### config.mk
export PLATFORM = sky130hd
export DESIGN_NAME = hic_cfg_flat
export DESIGN_NICKNAME = d
export VERILOG_FILES = /design/src/design/hic_pkg.sv /design/src/design/hic_if.sv /design/src/design/hic_cfg.sv /design/src/flat_wrapper.sv
export SDC_FILE = /design/constraint.sdc
export NUM_CORES = 1
export LEC_CHECK = 0
export BUFFER_PORTS_ARGS = -buffer_cell sky130_fd_sc_hd__buf_2
export CAP_MARGIN = 20
export CORE_ASPECT_RATIO = 2
export CORE_MARGIN = 2
export CORE_UTILIZATION = 57
export CTS_BUF_LIST = sky130_fd_sc_hd__clkbuf_8
export CTS_CLUSTER_SIZE = 10
export DETAILED_ROUTE_END_ITERATION = 6
export GPL_TIMING_DRIVEN = 0
export PLACE_DENSITY_LB_ADDON = 0.05
export SYNTH_ARGS = -nofsm -noshare
export SYNTH_HDL_FRONTEND = slang
export SYNTH_SLANG_ARGS = --single-unit
### constraint.sdc
create_clock -name clk -period 1.4 [get_ports clk]
set_clock_uncertainty 0.05 [all_clocks]
set_input_delay 0.21 -clock clk [delete_from_list [all_inputs] [get_ports clk]]
set_output_delay 0.21 -clock clk [all_outputs]
set_load 0.02 [all_outputs]
### src/design/hic_pkg.sv
// Shared types and constants for the homography inlier check.
// No dependencies.
`default_nettype none
package hic_pkg;
	localparam int unsigned COORD_W_DEF = 20;
	localparam int unsigned COEF_W_DEF = 32;
	localparam int unsigned THR_W = 10;
	localparam int unsigned CFG_IDX_W = 3;
	localparam int unsigned CFG_DATA_W = 64;

	localparam logic [31:0] H22_RESET = 32'd16777216;
	localparam logic [THR_W-1:0] THR_RESET = 10'd48;

	typedef enum logic [CFG_IDX_W-1:0] {
		REG_H00_H01 = 3'd0,
		REG_H02_H10 = 3'd1,
		REG_H11_H12 = 3'd2,
		REG_H20_H21 = 3'd3,
		REG_H22     = 3'd4,
		REG_THR     = 3'd5
	} cfg_idx_t;

	// raw 32-bit coefficient words; users take the low COEF_WIDTH bits
	typedef struct packed {
		logic [31:0] h00;
		logic [31:0] h01;
		logic [31:0] h02;
		logic [31:0] h10;
		logic [31:0] h11;
		logic [31:0] h12;
		logic [31:0] h20;
		logic [31:0] h21;
		logic [31:0] h22;
		logic [THR_W-1:0] thr;
	} coef_t;
endpackage
`default_nettype wire

### src/design/hic_if.sv
// Channel interfaces: point pair input, result output, register write.
// Depends on hic_pkg.
`default_nettype none


interface hic_cfg_if import hic_pkg::*; ();
	logic valid;
	logic ready;
	logic [CFG_IDX_W-1:0] index;
	logic [CFG_DATA_W-1:0] data;
	modport source (output valid, index, data, input ready);
	modport sink (input valid, index, data, output ready);
endinterface
`default_nettype wire

### src/design/hic_cfg.sv
// Configuration register file: homography coefficients and threshold.
// Depends on hic_pkg and hic_cfg_if.
`default_nettype none
module hic_cfg import hic_pkg::*; (
	input  wire logic clk,
	input  wire logic arst_n,
	hic_cfg_if.sink   cfg,
	output coef_t     coef
);
	logic [63:0] r0_q, r1_q, r2_q, r3_q;
	logic [31:0] h22_q;
	logic [THR_W-1:0] thr_q;

	assign cfg.ready = 1'b1;

	always_ff @(posedge clk or negedge arst_n) begin
		if (!arst_n) begin
			r0_q  <= '0;
			r1_q  <= '0;
			r2_q  <= '0;
			r3_q  <= '0;
			h22_q <= H22_RESET;
			thr_q <= THR_RESET;
		end else if (cfg.valid && cfg.ready) begin
			unique case (cfg_idx_t'(cfg.index))
				REG_H00_H01: r0_q <= cfg.data;
				REG_H02_H10: r1_q <= cfg.data;
				REG_H11_H12: r2_q <= cfg.data;
				REG_H20_H21: r3_q <= cfg.data;
				REG_H22:     h22_q <= cfg.data[31:0];
				REG_THR:     thr_q <= cfg.data[THR_W-1:0];
				default: ; // unmapped index, write dropped
			endcase
		end
	end

	always_comb begin
		coef.h00 = r0_q[63:32];
		coef.h01 = r0_q[31:0];
		coef.h02 = r1_q[63:32];
		coef.h10 = r1_q[31:0];
		coef.h11 = r2_q[63:32];
		coef.h12 = r2_q[31:0];
		coef.h20 = r3_q[63:32];
		coef.h21 = r3_q[31:0];
		coef.h22 = h22_q;
		coef.thr = thr_q;
	end
endmodule
`default_nettype wire

### src/flat_wrapper.sv
// flat-port wrapper written by rule: the top's interface ports become plain ports
module hic_cfg_flat import hic_pkg::*;
  (clk, arst_n, coef, cfg_valid, cfg_index, cfg_data, cfg_ready);
  hic_cfg_if cfg_i ();
  input  wire logic clk;
  input  wire logic arst_n;
  output coef_t coef;
  input wire logic [$bits(cfg_i.valid)-1:0] cfg_valid;
  input wire logic [$bits(cfg_i.index)-1:0] cfg_index;
  input wire logic [$bits(cfg_i.data)-1:0] cfg_data;
  output wire logic [$bits(cfg_i.ready)-1:0] cfg_ready;
  assign cfg_i.valid = cfg_valid;
  assign cfg_i.index = cfg_index;
  assign cfg_i.data = cfg_data;
  assign cfg_ready = cfg_i.ready;
  hic_cfg u_core (.clk(clk), .arst_n(arst_n), .cfg(cfg_i), .coef(coef));
endmodule
==> summary.log <==
INFO  outcome        status=finished, violations left
INFO  outcome        violations_in_the_final_reports=hold timing, setup timing
INFO  critical_path  worstReg2RegStart=u_core.h22_q[31]
INFO  critical_path  crit_path_end_kind=primary output
INFO  route          viasPerCell=5.12
INFO  pwr            power_report.internal_total=17.7mW
INFO  synth          post_synth_inst_count=637
INFO  sta            max_freq=692MHz
INFO  critical_path  setup.worst_path.class=register to primary output
INFO  clocking       cts_tree=done
INFO  pwr            power.combinational.fraction=0.314
INFO  pwr            p_sw_frac=0.329
INFO  critical_path  r2r_end=u_core.h22_q[31]
INFO  flow_run       drv_cap=0
INFO  sta            rsz_0062_raised_after_global_routing=true
INFO  clocking       number_of_buffers_added_by_the_clock_tree_synthesis_step=41
INFO  layout         fin_area=15,900um2
INFO  critical_path  crit_family=flip-flops
INFO  route          drt_first_pass_iters=6
INFO  die            rows=75
INFO  placement      numPortBuffers=367
INFO  placement      placement.setup.worst_slack=-365ps
INFO  critical_path  critPathLaunch=u_core.h22_q[24]
INFO  route          drc=0
INFO  grt            antenna_found_initial=0
INFO  critical_path  r2r_slack=450ps
INFO  critical_path  critical_path.endpoint=coef[34]
INFO  sta            timing.final.crit_share=1.03
INFO  layout         insertedDiodeCount=0
INFO  critical_path  crit_chain=buf_6
INFO  sta            fin_ws=-44.5ps
INFO  layout         layout-drive-gt1-share=0.674
INFO  sta            hold_slack=-427ps
INFO  route          wire_per_inst=20.7um
INFO  clocking       post_cts_hold_buffer_count=64
INFO  sta            final-hold-violation-count=66
INFO  synth          yosysSeqAreaShare=0.613
INFO  pwr            seq_power_share=0.439
INFO  pwr            leakagePower=7.94nW
INFO  synth          synth.avg_cell_area=19.1um2
INFO  critical_path  worstSetupStartpointType=register
INFO  grt            pin_count_of_the_biggest_net_entering_global_routing=123
INFO  placement      total_instance_count_after_detailed_placement=1,275
INFO  critical_path  arrival=1180ps
INFO  grt            grt_util_all_layers=0.257
INFO  critical_path  critPathMaxFanout=2
INFO  sta            final.min_clock_period=1440ps
INFO  die            dieWidth=107um
INFO  synth          netlist_area=12,200um2
INFO  die            floorplan.initialDensity=0.579
INFO  critical_path  required=1140ps
INFO  layout         util_after_layout=0.759
INFO  sta            setup_violations=3
INFO  pwr            p_clk_frac=0.246
INFO  pwr            power_density=1650nW/um2
INFO  clocking       clkSinkCount=298
INFO  layout         layout.cells.most_common=sky130_fd_sc_hd__buf_2
INFO  pwr            report.power.total=26.3mW
INFO  hold_path      min_path_type=input port to async pin
INFO  sta            slew_viol_final=0
INFO  clocking       clock_tree.root_cell=sky130_fd_sc_hd__clkbuf_8
INFO  grt            grt_overflow_total=0
INFO  critical_path  critical_path_buf_inv_count=1
INFO  placement      dpl_cell_area=14,400um2
INFO  pwr            switchingPower=8.65mW
INFO  die            die_h=211um
INFO  route          vias=7,217
INFO  critical_path  timing.critical_path.depth=1
INFO  clocking       htree_levels=2
INFO  route          wl=29,200um
INFO  synth          synthesis.nets=707
INFO  sta            relSlewSlack=0.622
INFO  route          postRouteAntennaNets=0
INFO  critical_path  highest_cell_delay_on_the_worst_timing_path=540ps
INFO  synth          ys_ff_latch=298
INFO  clocking       clock_latency_late_sink=530ps
INFO  sta            worst_pin_slew=567ps
INFO  placement      place_hpwl=19,900um
INFO  grt            global_route_wire_length_before_repair=44,800um
INFO  layout         design.final.nets=1,188
INFO  grt            first_global_vias=7,738
INFO  route          drt_iter0_markers=255
INFO  clocking       cts.reportedPaths.clkPinSlew=60ps
INFO  synth          synth_warnings=0
INFO  critical_path  rr_worst_depth=2
INFO  placement      gp_congestion=0.772
INFO  critical_path  critPathSlowestCell=sky130_fd_sc_hd__dfstp_2
INFO  die            dieArea=22,600um2
INFO  clocking       maximum_clock_path_buffer_count=3
INFO  pwr            ir_drop=1380uV
INFO  die            core=21,000um2
INFO  die            ioPinCount=369
INFO  layout         layout.cells.non_filler=1,410
INFO  layout         synthToLayoutAreaGrowth=31.0%
INFO  synth          synthDistinctLibCells=12
INFO  layout         layout_common_cells=356 x sky130_fd_sc_hd__buf_2, 295 x sky130_fd_sc_hd__dfrtp_1, 210 x sky130_fd_sc_hd__mux2_4, 88 x sky130_fd_sc_hd__mux2_2, 64 x sky130_fd_sc_hd__dlygate4sd3_1
[cell type report]
class	count	area, um2
plain buffers	34	495
clock buffers	52	716
clock inverters	14	66.3
fillers	1370	5070
multi-input cells	305	4220
flip-flops and latches	298	7460
well taps	269	337
repair buffers	438	2660
[per-layer routing]
layer | track usage | vias to the layer above | wire length (um)
li1 | - | 3212 | -
met1 | 0.309 | 3672 | 11100
met2 | 0.442 | 273 | 15100
met3 | 0.0595 | 60 | 1900
met4 | 0.105 | 0 | 1130
met5 | 0 | - | 0
[how the worst min path moves through the flow]
| stage | slack [ps] | depth (start not counted) | to |
|---|---|---|---|
| global route | -400 | 1 | u_core.r2_q[49] |
| finish | -430 | 1 | u_core.r2_q[49] |
| floorplan | -140 | 0 | u_core.h22_q[0] |
| CTS | -430 | 1 | u_core.thr_q[6] |
| detailed placement | 140 | 1 | u_core.r1_q[52] |
| global placement | 430 | 1 | u_core.thr_q[7] |
[power by group through the flow]
| stage | Sequential [mW] | Clock [mW] | Combinational [mW] |
|---|---|---|---|
| after floorplan | 14.0 | 0 | 2.60 |
| after global placement | 11.6 | 0 | 7.93 |
| after detailed placement | 11.6 | 0 | 8.06 |
| after CTS | 11.5 | 6.66 | 8.25 |
| after global routing | 11.8 | 6.97 | 8.68 |
| final | 11.6 | 6.48 | 8.27 |
[metrics by stage]
step | setup TNS [ps] | hold slack (ps)
floorplan | 0 | -136
global placement | -1614340 | 431
detailed placement | -79080 | 142
CTS | -222 | -433
global route | -261 | -402
finish | -126 | -427
[Yosys cell counts]
| cell type | n | area, um2 |
|---|---|---|
| sky130_fd_sc_hd__nor4b_2 | 1 | 15.0 |
| sky130_fd_sc_hd__buf_12 | 18 | 360 |
| sky130_fd_sc_hd__dfstp_2 | 3 | 78.8 |
| sky130_fd_sc_hd__nand4b_1 | 2 | 17.5 |
| sky130_fd_sc_hd__conb_1 | 1 | 3.75 |
| sky130_fd_sc_hd__mux2_2 | 88 | 991 |
| sky130_fd_sc_hd__dfrtp_1 | 295 | 7380 |
| sky130_fd_sc_hd__buf_2 | 3 | 15.0 |
| sky130_fd_sc_hd__mux2_4 | 210 | 3150 |
| sky130_fd_sc_hd__buf_6 | 6 | 67.6 |
| sky130_fd_sc_hd__buf_4 | 7 | 52.6 |
| sky130_fd_sc_hd__and4bb_1 | 3 | 37.5 |
[cell families after synthesis]
group / Yosys count / share of synthesized area
flip-flops: 298 / 0.613
multiplexers: 298 / 0.340
other: 1 / 0.000308
buffers and inverters: 34 / 0.0407
AND/OR/NAND/NOR: 6 / 0.00576
[state kept, by name (all words and copies together), names as in the netlist]
signal / cells
u_core.r2_q: 64
u_core.r3_q: 64
u_core.thr_q: 10
u_core.h22_q: 32
u_core.r1_q: 64
u_core.r0_q: 64
[what timing repair did]
| item | CTS | global route |
|---|---|---|
| gates resized for setup | 8 | 16 |
| gates cloned | 0 | 1 |
| buffers inserted | 1 | 3 |
| hold endpoints to repair | 364 | 66 |
| endpoints found under the setup margin | 4 | 16 |
No activity file was read; power rests on OpenSTA's default activity.
